### src/rtl/kcl_pkg.sv
// ----------------------------------------------------------------------------
// kcl_pkg: shared types and constants of the keypad code lock
// Phase encoding, event and echo codes, character codes, register indexes
// and reset values of the configuration registers.
// ----------------------------------------------------------------------------
`default_nettype none

package kcl_pkg;

   localparam int SECRET_W  = 16;
   localparam int MAXATT_W  = 4;
   localparam int TICKS_W   = 16;
   localparam int CSR_ADDR_W = 3;
   localparam int CSR_DATA_W = 16;
   localparam int FAIL_W    = 4;
   localparam int DIGIT_W   = 4;
   localparam int CHAR_W    = 8;
   localparam int RSP_DATA_W = 16;

   // Configuration register indexes.
   localparam logic [CSR_ADDR_W-1:0] CSR_SECRET_CODE   = 3'd0;
   localparam logic [CSR_ADDR_W-1:0] CSR_MAX_ATTEMPTS  = 3'd1;
   localparam logic [CSR_ADDR_W-1:0] CSR_GRANT_TICKS   = 3'd2;
   localparam logic [CSR_ADDR_W-1:0] CSR_DENY_TICKS    = 3'd3;
   localparam logic [CSR_ADDR_W-1:0] CSR_LOCKOUT_TICKS = 3'd4;

   // Register reset values.
   localparam logic [SECRET_W-1:0] SECRET_RST  = 16'h1234;
   localparam logic [MAXATT_W-1:0] MAXATT_RST  = 4'd3;
   localparam logic [TICKS_W-1:0]  GRANT_RST   = 16'd3000;
   localparam logic [TICKS_W-1:0]  DENY_RST    = 16'd1000;
   localparam logic [TICKS_W-1:0]  LOCKOUT_RST = 16'd3000;

   // Character codes.
   localparam logic [CHAR_W-1:0] CH_CR    = 8'd13;
   localparam logic [CHAR_W-1:0] CH_BS    = 8'd8;
   localparam logic [CHAR_W-1:0] CH_DEL   = 8'd127;
   localparam logic [CHAR_W-1:0] CH_ZERO  = 8'h30;
   localparam logic [CHAR_W-1:0] CH_NINE  = 8'h39;

   localparam logic [FAIL_W-1:0] FAIL_MAX = 4'd15;

   typedef enum logic [1:0] {
      PH_ENTRY = 2'd0,
      PH_GRANT = 2'd1,
      PH_DENY  = 2'd2,
      PH_LOCK  = 2'd3
   } phase_type;

   typedef enum logic [1:0] {
      ECHO_NONE  = 2'd0,
      ECHO_STAR  = 2'd1,
      ECHO_ERASE = 2'd2
   } echo_type;

   typedef enum logic [2:0] {
      EV_NONE     = 3'd0,
      EV_GRANTED  = 3'd1,
      EV_DENIED   = 3'd2,
      EV_LOCK_BEG = 3'd3,
      EV_RELOCKED = 3'd4,
      EV_LOCK_END = 3'd5
   } event_type;

   // One result transaction, first field in the highest bits.
   typedef struct packed {
      logic            buzzer_on;
      logic            red_led;
      logic            grant_lamp;
      logic [3:0]      attempts_left;
      event_type       event_code;
      echo_type        echo_kind;
   } rsp_type;

   // Expected digit at a code position counted from the last digit.
   // Positions beyond the four secret nibbles expect zero.
   function automatic logic [DIGIT_W-1:0] secret_nibble(
      input logic [SECRET_W-1:0] secret,
      input logic [2:0]          pos
   );
      logic [DIGIT_W-1:0] nib;
      case (pos)
         3'd0:    nib = secret[3:0];
         3'd1:    nib = secret[7:4];
         3'd2:    nib = secret[11:8];
         3'd3:    nib = secret[15:12];
         default: nib = '0;
      endcase
      return nib;
   endfunction

endpackage

`default_nettype wire

### src/rtl/keypad_code_lock_top.sv
// ----------------------------------------------------------------------------
// keypad_code_lock_top: digital combination lock on a character stream
// Digits are collected and compared with a BCD secret; millisecond ticks
// time the grant, denial and lockout phases.
//
//   channel  dir  payload                               accepted when
//   req_     in   tuser: mode, tdata: char_code         tvalid & tready
//   rsp_     out  tdata: echo, event, left, lamps, bz   tvalid & tready
//   csr_     in   addr: register index, wdata           we
//
// For each transaction the lock state is updated at the
// accepting edge and the result is registered at the same edge.
// A two-entry output buffer (output register plus skid register) keeps
// req_tready high while one result waits; it drops only when both are full.
// Reset is synchronous; it restores register defaults and the entry phase.
// ----------------------------------------------------------------------------
`default_nettype none

module keypad_code_lock_top #(
   parameter int CODE_DIGITS = 4
) (
   input  wire logic                         clock,
   input  wire logic                         reset,

   input  wire logic                         req_tvalid,
   output logic                              req_tready,
   input  wire logic [7:0]                   req_tdata,   // [7:0] char_code
   input  wire logic                         req_tuser,   // [0] mode

   output logic                              rsp_tvalid,
   input  wire logic                         rsp_tready,
   // [1:0] echo_kind, [4:2] event_code, [8:5] attempts_left, [9] grant_lamp,
   // [10] red_led, [11] buzzer_on, [15:12] zero
   output logic [15:0]                       rsp_tdata,

   input  wire logic                         csr_we,
   input  wire logic [kcl_pkg::CSR_ADDR_W-1:0] csr_addr,
   input  wire logic [kcl_pkg::CSR_DATA_W-1:0] csr_wdata
);

   import kcl_pkg::*;

   localparam int CNT_W = $clog2(CODE_DIGITS + 1);
   localparam logic [CNT_W-1:0] CNT_FULL = CNT_W'(CODE_DIGITS);

   // Configuration registers.
   logic [SECRET_W-1:0] secret_ff;
   logic [MAXATT_W-1:0] max_att_ff;
   logic [TICKS_W-1:0]  grant_ff;
   logic [TICKS_W-1:0]  deny_ff;
   logic [TICKS_W-1:0]  lockout_ff;

   // Lock state.
   logic [DIGIT_W-1:0] digits_ff [CODE_DIGITS];
   logic [DIGIT_W-1:0] digits_in [CODE_DIGITS];
   logic [CNT_W-1:0]   cnt_ff, cnt_in;
   logic [FAIL_W-1:0]  failed_ff, failed_in;
   phase_type          phase_ff, phase_in;
   logic [TICKS_W-1:0] timer_ff, timer_in;

   // Output buffer.
   rsp_type rsp_out_ff, rsp_skid_ff, rsp_new;
   logic    out_v_ff, skid_v_ff;

   logic    accept;
   logic    pop;

   // Next-state scratch values.
   logic [DIGIT_W-1:0] digits_wr [CODE_DIGITS];
   logic [CNT_W-1:0]   cnt_wr;
   logic               is_digit;
   logic               match;
   logic               do_submit;
   logic [FAIL_W-1:0]  failed_inc;
   logic [2:0]         pos;

   assign req_tready = !skid_v_ff;
   assign accept     = req_tvalid && req_tready;
   assign pop        = out_v_ff && rsp_tready;
   assign rsp_tvalid = out_v_ff;
   assign rsp_tdata  = {{(RSP_DATA_W - $bits(rsp_type)){1'b0}}, rsp_out_ff};

   // Configuration writes.
   always_ff @(posedge clock) begin
      if (reset) begin
         secret_ff  <= SECRET_RST;
         max_att_ff <= MAXATT_RST;
         grant_ff   <= GRANT_RST;
         deny_ff    <= DENY_RST;
         lockout_ff <= LOCKOUT_RST;
      end else if (csr_we) begin
         case (csr_addr)
            CSR_SECRET_CODE:   secret_ff  <= csr_wdata[SECRET_W-1:0];
            CSR_MAX_ATTEMPTS:  max_att_ff <= csr_wdata[MAXATT_W-1:0];
            CSR_GRANT_TICKS:   grant_ff   <= csr_wdata[TICKS_W-1:0];
            CSR_DENY_TICKS:    deny_ff    <= csr_wdata[TICKS_W-1:0];
            CSR_LOCKOUT_TICKS: lockout_ff <= csr_wdata[TICKS_W-1:0];
            default: ;
         endcase
      end
   end

   // Next state and result of one transaction.
   always_comb begin
      is_digit   = (req_tdata >= CH_ZERO) && (req_tdata <= CH_NINE);
      failed_inc = (failed_ff == FAIL_MAX) ? FAIL_MAX : failed_ff + 1'b1;

      // A digit is written before the compare so the final digit counts.
      cnt_wr = cnt_ff;
      for (int i = 0; i < CODE_DIGITS; i++) begin
         digits_wr[i] = digits_ff[i];
      end
      if (phase_ff == PH_ENTRY && !req_tuser && is_digit && cnt_ff < CNT_FULL) begin
         for (int i = 0; i < CODE_DIGITS; i++) begin
            if (cnt_ff == CNT_W'(i)) begin
               digits_wr[i] = req_tdata[DIGIT_W-1:0];
            end
         end
         cnt_wr = cnt_ff + 1'b1;
      end

      match = (cnt_wr == CNT_FULL);
      for (int i = 0; i < CODE_DIGITS; i++) begin
         pos = 3'(CODE_DIGITS - 1 - i);
         if (digits_wr[i] != secret_nibble(secret_ff, pos)) begin
            match = 1'b0;
         end
      end

      digits_in = digits_wr;
      cnt_in    = cnt_ff;
      failed_in = failed_ff;
      phase_in  = phase_ff;
      timer_in  = timer_ff;
      do_submit = 1'b0;
      rsp_new.echo_kind     = ECHO_NONE;
      rsp_new.event_code    = EV_NONE;
      rsp_new.attempts_left = '0;

      if (req_tuser) begin
         if (phase_ff != PH_ENTRY) begin
            if (timer_ff > 16'd1) begin
               timer_in = timer_ff - 1'b1;
            end else begin
               timer_in = '0;
               case (phase_ff)
                  PH_GRANT: begin
                     phase_in = PH_ENTRY;
                     rsp_new.event_code = EV_RELOCKED;
                  end
                  PH_DENY: begin
                     if (failed_ff >= max_att_ff) begin
                        phase_in = PH_LOCK;
                        timer_in = lockout_ff;
                        rsp_new.event_code = EV_LOCK_BEG;
                     end else begin
                        phase_in = PH_ENTRY;
                     end
                  end
                  default: begin
                     failed_in = '0;
                     phase_in  = PH_ENTRY;
                     rsp_new.event_code = EV_LOCK_END;
                  end
               endcase
            end
         end
      end else if (phase_ff == PH_ENTRY) begin
         if (req_tdata == CH_CR) begin
            do_submit = 1'b1;
         end else if (req_tdata == CH_BS || req_tdata == CH_DEL) begin
            if (cnt_ff != '0) begin
               cnt_in = cnt_ff - 1'b1;
               rsp_new.echo_kind = ECHO_ERASE;
            end
         end else if (is_digit) begin
            cnt_in = cnt_wr;
            rsp_new.echo_kind = ECHO_STAR;
            do_submit = (cnt_wr >= CNT_FULL);
         end
      end

      if (do_submit) begin
         cnt_in = '0;
         if (match) begin
            failed_in = '0;
            phase_in  = PH_GRANT;
            timer_in  = grant_ff;
            rsp_new.event_code = EV_GRANTED;
         end else begin
            failed_in = failed_inc;
            phase_in  = PH_DENY;
            timer_in  = deny_ff;
            rsp_new.event_code = EV_DENIED;
            rsp_new.attempts_left = (max_att_ff > failed_inc) ?
                                    max_att_ff - failed_inc : '0;
         end
      end

      rsp_new.grant_lamp = (phase_in == PH_GRANT);
      rsp_new.red_led    = (phase_in != PH_GRANT);
      rsp_new.buzzer_on  = (phase_in == PH_DENY) || (phase_in == PH_LOCK);
   end

   // Lock state register.
   always_ff @(posedge clock) begin
      if (reset) begin
         cnt_ff    <= '0;
         failed_ff <= '0;
         phase_ff  <= PH_ENTRY;
         timer_ff  <= '0;
      end else if (accept) begin
         cnt_ff    <= cnt_in;
         failed_ff <= failed_in;
         phase_ff  <= phase_in;
         timer_ff  <= timer_in;
      end
   end

   // The entered digits hold no defined value until written.
   always_ff @(posedge clock) begin
      if (accept) begin
         digits_ff <= digits_in;
      end
   end

   // Output register with a skid stage behind it.
   always_ff @(posedge clock) begin
      if (reset) begin
         out_v_ff  <= 1'b0;
         skid_v_ff <= 1'b0;
      end else if (skid_v_ff) begin
         if (pop) begin
            skid_v_ff <= 1'b0;
         end
      end else if (accept) begin
         if (!out_v_ff || pop) begin
            out_v_ff <= 1'b1;
         end else begin
            skid_v_ff <= 1'b1;
         end
      end else if (pop) begin
         out_v_ff <= 1'b0;
      end
   end

   always_ff @(posedge clock) begin
      if (skid_v_ff) begin
         if (pop) begin
            rsp_out_ff <= rsp_skid_ff;
         end
      end else if (accept) begin
         if (!out_v_ff || pop) begin
            rsp_out_ff <= rsp_new;
         end else begin
            rsp_skid_ff <= rsp_new;
         end
      end
   end

   // The skid stage only fills behind a waiting result.
   a_skid_behind_out: assert property (@(posedge clock) disable iff (reset)
      skid_v_ff |-> out_v_ff)
      else $error("skid entry valid without a valid output entry");

   // Entry phase never carries a running timer.
   a_entry_timer_idle: assert property (@(posedge clock) disable iff (reset)
      (phase_ff == PH_ENTRY) |-> (timer_ff == '0))
      else $error("timer running in entry phase");

   // A full code is always submitted at once, so the count stays short of it.
   a_count_short: assert property (@(posedge clock) disable iff (reset)
      cnt_ff < CNT_FULL)
      else $error("digit count reached the code length");

   // A stalled result that cannot move keeps the input side closed.
   a_full_blocks_input: assert property (@(posedge clock) disable iff (reset)
      (skid_v_ff && !rsp_tready) |=> skid_v_ff && !req_tready)
      else $error("buffer lost an entry while stalled");

endmodule

`default_nettype wire
### config.mk
export PLATFORM = sky130hd
export DESIGN_NAME = keypad_code_lock_top
export DESIGN_NICKNAME = d
export VERILOG_FILES = /design/src/rtl/kcl_pkg.sv /design/src/rtl/keypad_code_lock_top.sv
export SDC_FILE = /design/constraint.sdc
export NUM_CORES = 1
export LEC_CHECK = 0
export ABC_AREA = 1
export BUFFER_PORTS_ARGS = -buffer_cell sky130_fd_sc_hd__buf_2
export CAP_MARGIN = 20
export CORE_ASPECT_RATIO = 1.1
export CORE_MARGIN = 4
export CORE_UTILIZATION = 43
export CTS_BUF_LIST = sky130_fd_sc_hd__clkbuf_8
export CTS_CLUSTER_DIAMETER = 60
export DETAILED_ROUTE_END_ITERATION = 6
export MAX_ROUTING_LAYER = met4
export SYNTH_ARGS = -nofsm -noshare
export SYNTH_HDL_FRONTEND = slang
export SYNTH_SLANG_ARGS = --single-unit
### constraint.sdc
create_clock -name clock -period 7.4 [get_ports clock]
set_input_delay 1.85 -clock clock [delete_from_list [all_inputs] [get_ports clock]]
set_output_delay 1.85 -clock clock [all_outputs]
set_load 0.01 [all_outputs]
---- Yosys cells after proc, flatten, opt, wreduce, memory -nomap -nowiden ----
Index checks and enable logic that the tools add are counted.
storage, ports and cells
  bits in registers ....................... 135
  input port bits ......................... 33
  word-level logic and storage cells ...... 175
cells by class
  $add $sub $neg .......................... 5
  $lt $le $gt $ge ......................... 7
  eq/ne operators ......................... 29
  mux-type cells .......................... 69
  bitwise operators ....................... 2
  reduce and logical (&&, ||, !) cells .... 36
operator list
  cell                   number
  $mux 16                8
  $mux 4                 13
  $mux 12                4
  $mux 3                 11
  $mux 2                 14
  $mux 1                 17
  $eq 8x4->1 const B     2
  $gt 16x1->1 const B    1
  $ne 4x4->1             4
  $sub 16x1->16 const B  1
  $reduce_bool 2->1      7
  $eq 3x2->1 const B     4
  $reduce_and 3->1       4
  $ne 2x1->1 const B     5
  $reduce_and 2->1       5
  $eq 8x7->1 const B     1
  $ge 8x6->1 const B     1
  $le 8x6->1 const B     1
  $mux 7                 1
  $eq 2x2->1 const B     3
  $eq 3x1->1 const B     2
  $eq 3x3->1 const B     2
  $logic_and 1x1->1      6
  $logic_not 3->1        2
  21 further kinds       29

---- Depth between registers and ports, before layout ----
Gate-level depths: netlist (run 1).
  word-level depth ........................ 17
  depth in mapped cells ................... 19
  gate-level depth less buffers ........... 18

---- Worst setup path after synthesis (run 1) ----
No wires, ideal clock.
  kind .................................... in2reg
  start ................................... input port req_tdata[7]
  end ..................................... register rsp_out_ff, in the netlist rsp_tdata[10], data pin
  arrival time ............................ 3,419 ps
  path slack .............................. 3,727 ps
  stages .................................. 17
  cell sequence ........................... nor2_2 nand2_2 nor2_8 nand3_4 buf_6 nand2_2 nand2_1 nand2_1 nand2_1 nor2_2 nand3_2 nor2_4 nand2_4 nand2_2 nand3_2 nand2_1 nand2_1
RTL lines
  item                  line                         text
  start, declared       keypad_code_lock_top.sv:27   input wire logic [7:0] req_tdata,
  end signal, assigned  keypad_code_lock_top.sv:250  rsp_out_ff <= rsp_skid_ff;
  end signal, assigned  keypad_code_lock_top.sv:254  rsp_out_ff <= rsp_new;
  end, declared         keypad_code_lock_top.sv:62   rsp_type rsp_out_ff, rsp_skid_ff, rsp_new;

==> results.py, run 1 <==
metrics = {
    "critical_path": {
        "crit_path_end_kind": "flip-flop",
        "cp.required_ns": 7.62,
        "critPathLaunchType": "primary input",
        "crit_path_end": "rsp_tdata[10]",
        "r2r_setup_slack_ns": 3.86,
        "r2r_end": "rsp_tdata[10]",
        "r2r-start": "phase_ff[1]",
        "path_max_fanout": 23,
        "cp-startpoint": "req_tuser",
        "path_class": "in2reg",
        "reg2reg_depth": 17,
        "crit_arrival_ns": 4.56,
    },
    "drt": {
        "drc": 0,
        "via_per_inst": 5.16,
        "first_iter_violations": 588,
        "wl_per_cell_microns": 15.2,
        "routed_wl_microns": 19800,
        "ant_nets": 0,
        "vias": 6721,
        "drtPass1Iterations": 5,
    },
    "power": {
        "pwr_density_cell_nw_per_um2": 203,
        "swShare": 0.295,
        "p_seq_frac": 0.487,
        "ir_drop_mv": 0.0980,
        "internal_power_mw": 1.18,
        "clkPwrFrac": 0.365,
        "p_switching_mw": 0.494,
        "leakagePower_nw": 3.81,
        "combPwrFrac": 0.148,
        "p_total_mw": 1.67,
    },
    "logic_synthesis": {
        "async_flop_share": 0,
        "synthXorXnorAreaFrac": 0.0129,
        "synth_top_cell_by_area": "dfxtp_1",
        "ys_types": 43,
        "synth_seq_cells": 135,
        "synth-main-ff-cell": "dfxtp_1",
        "synth_compound_area_frac": 0.128,
        "netlist_top_cells_area": "dfxtp_1 (25%), edfxtp_1 (16%), nand2_1 (11%), inv_1 (6.9%), nor2_1 (5.5%)",
        "synth_edf_count": 40,
        "synth_fa_ha_area_frac": 0.0344,
        "synth_top_area_frac": 0.254,
        "synthMuxAreaShare": 0,
        "yosys.area_share.simple": 0.306,
        "synthTopCellsByCount": "nand2_1 (216), inv_1 (138), nor2_1 (110), dfxtp_1 (95), nand3_1 (78)",
        "synth_area_sq_um": 7490,
        "synth_area_per_cell_sq_um": 7.31,
        "synth_top_family_by_area": "simple AND/OR/NAND/NOR gates",
        "synth_cells": 1025,
        "ys.warnings.count": 0,
        "yosysMostFrequentCell": "nand2_1",
        "seq_area_frac_synth": 0.414,
    },
    "grt": {
        "grt_pass1_vias": 6206,
        "grt_pass1_wl_microns": 32600,
        "grt_max_degree": 48,
        "antenna_found_initial": 0,
        "track_usage": 0.213,
        "overflow": 0,
    },
    "sta": {
        "hold-worst-slack_ns": 0.462,
        "min_period_ns": 4.34,
        "drv_slew": 0,
        "period_share": 0.586,
        "setup_violations": 0,
        "setup_ws_ns": 3.06,
        "worst_pin_slew_ns": 0.986,
        "rsz0062_at_grt": "false",
        "timing.fmax_mhz": 231,
        "slew_headroom": 0.342,
        "fin_skew_ns": 0.0141,
        "setup_tns_ns": 0,
        "hold_viol": 0,
    },
    "placed_design": {
        "port_buffers": 46,
        "place_inst": 1271,
        "dpl_cell_area_sq_um": 7850,
        "place.gp.congestion": 0.848,
        "place_ws_ns": 2.65,
        "place_hpwl_microns": 13900,
    },
    "layout": {
        "num_antenna_cells": 0,
        "design_area_sq_um": 8230,
        "layoutNonFillerInstCount": 1303,
        "layout.nets": 1109,
        "utilization": 0.482,
        "drive_gt1_frac": 0.125,
        "area.growth.synth_to_final_pct": 9.89,
    },
    "status": {
        "status": "finished, final reports clean",
    },
    "clocking": {
        "clk_path_buf_depth": 2,
        "cts_tree": "built",
        "numCtsBuffers": 17,
        "postCtsSetupBuffers": 0,
        "root_buffer": "clkbuf_8",
        "cts-resized-gates": 0,
        "hold_buffers": 0,
        "htreeDepth": 4,
        "clk-insertion-delay-late_ns": 0.46,
        "cts.reportedPaths.clkPinSlew_ns": 0.09,
        "cts.sinks": 135,
    },
    "die": {
        "fp.dieW_microns": 134,
        "dieArea_sq_um": 19600,
        "coreArea_sq_um": 17100,
        "io-pin-count": 51,
        "initial_utilization": 0.439,
        "die_h_microns": 146,
        "num_rows": 50,
    },
    "min_path": {
        "hold_path_class": "reg2reg",
    },
    "job": {
        "maxCapViolCount": 0,
    },
}
==> worst max-delay path: stages <==
cell	delay (ns)
buf_2	0.13
nor2_4	0.44
inv_1	0.18
nor2_2	0.23
nand3_1	0.13
nand3b_1	0.12
nand2_1	0.05
nor2_1	0.11
nand2_1	0.11
nor2_4	0.40
nand2_4	0.32
nand2_2	0.21
nand3_2	0.11
nand2_1	0.09
nand2_1	0.06
==> cells by family (layout without fill, tap and decap cells) <==
| group | after synthesis | count (layout) |
|---|---|---|
| AO/OA/AOI/OAI | 175 | 175 |
| AND/OR/NAND/NOR | 494 | 494 |
| adder cells (fa/ha/maj) | 20 | 20 |
| buffers and inverters | 189 | 230 |
| XOR/XNOR | 11 | 11 |
| flip-flops | 135 | 135 |
| other | 1 | 4 |
==> layout make-up <==
cell class                 instances  area, sq um
clock inverter                    15          153
multi-input combinational        704         3620
fill                            1777         8850
clock buffer                      17          234
timing repair buffer              53          283
inverter                         145          544
sequential                       135         3100
tap                              234          293
==> layout by cell type (no fill, tap or decap), drive strengths merged <==
master    Yosys  routed
a22o          3       3
clkinvlp      0       6
o21ai        81      81
or2           3       3
nand4        34      34
a31oi         2       2
and2          1       1
o22ai         7       7
fa            1       1
o21a          1       1
o2111ai       2       2
clkbuf       26      17
nand2       227     227
o21bai        1       1
clkinv        3       8
o211ai        9       9
inv         142     144
bufinv        0       2
nor2        119     119
conb          1       4
ha           19      19
a21oi        66      66
a211oi        3       3
xnor2         3       3
dfxtp        95      95
edfxtp       40      40
nand3        96      96
xor2          8       8
buf          18      53
nand3b        7       7
nor3          7       7
==> registers in the layout, indices dropped and copies added, names as in the netlist <==
name         cells
rsp_skid_ff     12
rsp_tvalid       1
lockout_ff      16
phase_ff         2
timer_ff        16
secret_ff       16
digits_ff       16
rsp_tdata       12
cnt_ff           3
max_att_ff       4
skid_v_ff        1
failed_ff        4
deny_ff         16
grant_ff        16
==> how the worst min path moves through the flow <==
stage | startpoint | cells after the start | end
floorplan | lockout_ff[15] | 2 | lockout_ff[15]
global placement | lockout_ff[13] | 2 | lockout_ff[13]
detailed placement | lockout_ff[7] | 2 | lockout_ff[7]
CTS | lockout_ff[15] | 2 | lockout_ff[15]
global route | lockout_ff[15] | 2 | lockout_ff[15]
finish | lockout_ff[0] | 2 | lockout_ff[0]
==> routing by layer <==
metal  wire length [microns]  track usage
met1                    9430        0.288
met2                    9090        0.327
met3                     926       0.0396
met4                     371       0.0622
met5                       0            -
==> power groups by stage <==
stage / clock [mW] / sequential, mW / combinational, mW
2_1_floorplan: 0 / 0.829 / 0.179
3_3_place_gp: 0 / 0.831 / 0.245
3_5_place_dp: 0 / 0.832 / 0.246
4_1_cts: 0.618 / 0.815 / 0.248
5_1_grt: 0.651 / 0.818 / 0.285
6_report: 0.611 / 0.815 / 0.248
No activity file was read; power rests on OpenSTA's default activity.
==> run 2: changes to the inputs <==
--- a/config.mk
+++ b/config.mk
@@ -5,7 +5,7 @@
 export SDC_FILE = /design/constraint.sdc
 export NUM_CORES = 1
 export LEC_CHECK = 0
-export ABC_AREA = 1
+export ABC_AREA = 0
 export BUFFER_PORTS_ARGS = -buffer_cell sky130_fd_sc_hd__buf_2
 export CAP_MARGIN = 20
 export CORE_ASPECT_RATIO = 1.1
==> constraint.sdc (replaced) <==
create_clock -name clock -period 4.5 [get_ports clock]
set_input_delay 1.125 -clock clock [delete_from_list [all_inputs] [get_ports clock]]
set_output_delay 1.125 -clock clock [all_outputs]
set_load 0.01 [all_outputs]
==> run 2 against run 1 <==
Net effect:
- clock power is 46% higher
- combinational power is 38% higher
- global-route usage is 0.45 points higher
- sequential power is 63% higher
- sequential share of layout area is 2.3 points higher
- total power is 53% higher
- count of clock-buffer cells in the layout is 3 higher
- synthesized cell count is 20% lower
- cell area is 5.8% lower
- flip-flop and latch count stayed put
- non-clock buffer count is 3 higher
- hold slack worse by 0.0074 ns
==> results.py, run 2 <==
metrics = {
    "sta": {
        "setup_ws_ns": 0.743,
        "drv_slew": 0,
        "timing.fmax_mhz": 266,
        "fin_skew_ns": 0.0111,
        "rsz0062_at_grt": "false",
        "hold-worst-slack_ns": 0.454,
        "worst_pin_slew_ns": 0.851,
        "min_period_ns": 3.76,
        "period_share": 0.835,
        "setup_tns_ns": 0,
        "setup_violations": 0,
        "hold_viol": 0,
        "slew_headroom": 0.429,
    },
    "clocking": {
        "postCtsSetupBuffers": 0,
        "hold_buffers": 0,
        "root_buffer": "clkbuf_8",
        "cts.sinks": 135,
        "cts-resized-gates": 0,
        "numCtsBuffers": 17,
        "clk_path_buf_depth": 2,
        "cts_tree": "built",
        "htreeDepth": 4,
        "cts.reportedPaths.clkPinSlew_ns": 0.08,
        "clk-insertion-delay-late_ns": 0.45,
    },
    "critical_path": {
        "crit_family": "simple AND/OR/NAND/NOR gates",
        "critPathLaunchType": "primary input",
        "path_max_fanout": 19,
        "crit_arrival_ns": 3.95,
        "crit_chain": "buf_2 > nor4bb_1 > buf_4 > nand4_2 > and3b_1 > a2111oi_0 > o2111a_1 > nand4b_1 > buf_4 > nand2_2 > o21ai_0",
        "critPathBufInv": 3,
        "cp.required_ns": 4.69,
        "critPathMaxStageDelay_ns": 0.48,
        "crit_path_top_delay_cell": "a2111oi_0",
        "path_class": "in2reg",
        "crit_path_end_kind": "flip-flop",
        "r2r_setup_slack_ns": 0.90,
        "crit_top_cell": "buf_4",
    },
    "layout": {
        "layout_commonest_cell": "nand2_1",
        "final_cell_mix": "nand2_1 (180), dfxtp_1 (95), a21oi_1 (70)",
        "num_antenna_cells": 0,
        "area.growth.synth_to_final_pct": 9.82,
        "layout.nets": 905,
        "utilization": 0.487,
        "drive_gt1_frac": 0.116,
        "nFillCells": 1536,
    },
    "grt": {
        "grt_pass1_wl_microns": 30700,
        "grt_pass1_vias": 5880,
        "overflow": 0,
        "antenna_found_initial": 0,
        "track_usage": 0.218,
        "grt_max_degree": 56,
    },
    "logic_synthesis": {
        "synth_area_per_cell_sq_um": 8.63,
        "netlist_top_cells_area": "dfxtp_1 (27%), edfxtp_1 (17%), nand2_1 (9.6%), a21oi_1 (5.0%), mux2i_1 (3.5%)",
        "synth_top_cell_by_area": "dfxtp_1",
        "synth-main-ff-cell": "dfxtp_1",
        "yosysMostFrequentCell": "nand2_1",
        "synth_area_sq_um": 7060,
        "synth_edf_count": 40,
        "seq_area_frac_synth": 0.439,
        "synth_top_area_frac": 0.269,
        "synth_cells": 818,
        "async_flop_share": 0,
        "ys_types": 76,
        "synthTopCellsByCount": "nand2_1 (180), dfxtp_1 (95), a21oi_1 (70), nor2_1 (42), edfxtp_1 (40)",
        "ys.warnings.count": 0,
        "synth_seq_cells": 135,
    },
    "die": {
        "num_rows": 48,
        "initial_utilization": 0.444,
        "io-pin-count": 51,
        "coreArea_sq_um": 15900,
        "die_h_microns": 142,
        "dieArea_sq_um": 18500,
        "fp.dieW_microns": 130,
    },
    "drt": {
        "wl_per_cell_microns": 18.0,
        "vias": 6065,
        "ant_nets": 0,
        "routed_wl_microns": 19100,
        "via_per_inst": 5.69,
        "first_iter_violations": 372,
        "drc": 0,
        "drtPass1Iterations": 6,
    },
    "placed_design": {
        "place.gp.congestion": 0.985,
        "port_buffers": 46,
        "place_hpwl_microns": 13500,
        "place_ws_ns": 0.347,
    },
    "status": {
        "status": "finished, final reports clean",
    },
    "power": {
        "leakagePower_nw": 3.20,
        "ir_drop_mv": 0.188,
        "pwr_density_cell_nw_per_um2": 331,
    },
    "job": {
        "maxCapViolCount": 0,
    },
    "min_path": {
        "hold_path_class": "reg2reg",
    },
}
run 2: cell types whose count changed after synthesis, moves of 17 or more:
| cell | before | now |
|---|---|---|
| nand3_1 | 78 | 19 |
| inv_1 | 138 | 36 |
| nand3_2 | 17 | 0 |
| nand2_1 | 216 | 180 |
| nor2_1 | 110 | 42 |
| o21ai_0 | 77 | 29 |
| nand4_1 | 34 | 6 |
| mux2i_1 | 0 | 25 |
run 2: tightest hold or removal path, cell delays in order (launching register included):
cell,delay (ns)
dfxtp_1,0.31
nand2_1,0.05
a21oi_1,0.05
run 2: final cells by class:
type,count,area [sq um],area share
clock buffer,20,275,0.0355
clock inverter,12,63.8,0.00823
inverter,39,146,0.0189
multi-input combinational,603,3610,0.466
sequential,135,3100,0.400
tap,200,250,0.0323
timing repair buffer,56,305,0.0394
run 2: routing by layer:
metal / global-route usage / routed length [microns] / share of wire
met4: 0.0689 / 308 / 0.016
met3: 0.0462 / 1180 / 0.062
met2: 0.334 / 8890 / 0.46
met1: 0.287 / 8760 / 0.46
met5: - / 0 / 0
run 2: cell families after synthesis:
family | synth area share
simple gates | 0.231
compound gates | 0.172
xor+xnor | 0.0298
mux | 0.0402
buf+inv | 0.0509
flops | 0.439
fa+ha+maj | 0.0365
other cells | 0.000531
run 2: path summary, 6_finish.rpt:
check	endpoint	start	cells after the start
worst min-delay path	grant_ff[14]	grant_ff[14]	2
worst max-delay path	rsp_tdata[8]	req_tdata[7]	11
worst max register to register	rsp_tdata[8]	phase_ff[0]	11
worst min register to register	grant_ff[14]	grant_ff[14]	2
run 2: through the flow:
stage	instance area [sq um]	power, mW	instances
global placement	7410	1.69	1033
global route	7750	2.68	1065
detailed placement	7410	1.70	1033
CTS	7750	2.59	1065
finish	7750	2.56	1065
floorplan	7070	1.59	821
run 2: power by group:
group	total, mW	internal, mW	switching, mW
clock	0.891	0.415	0.476
sequential	1.33	1.30	0.0325
combinational	0.342	0.129	0.213
total	2.56	1.84	0.722
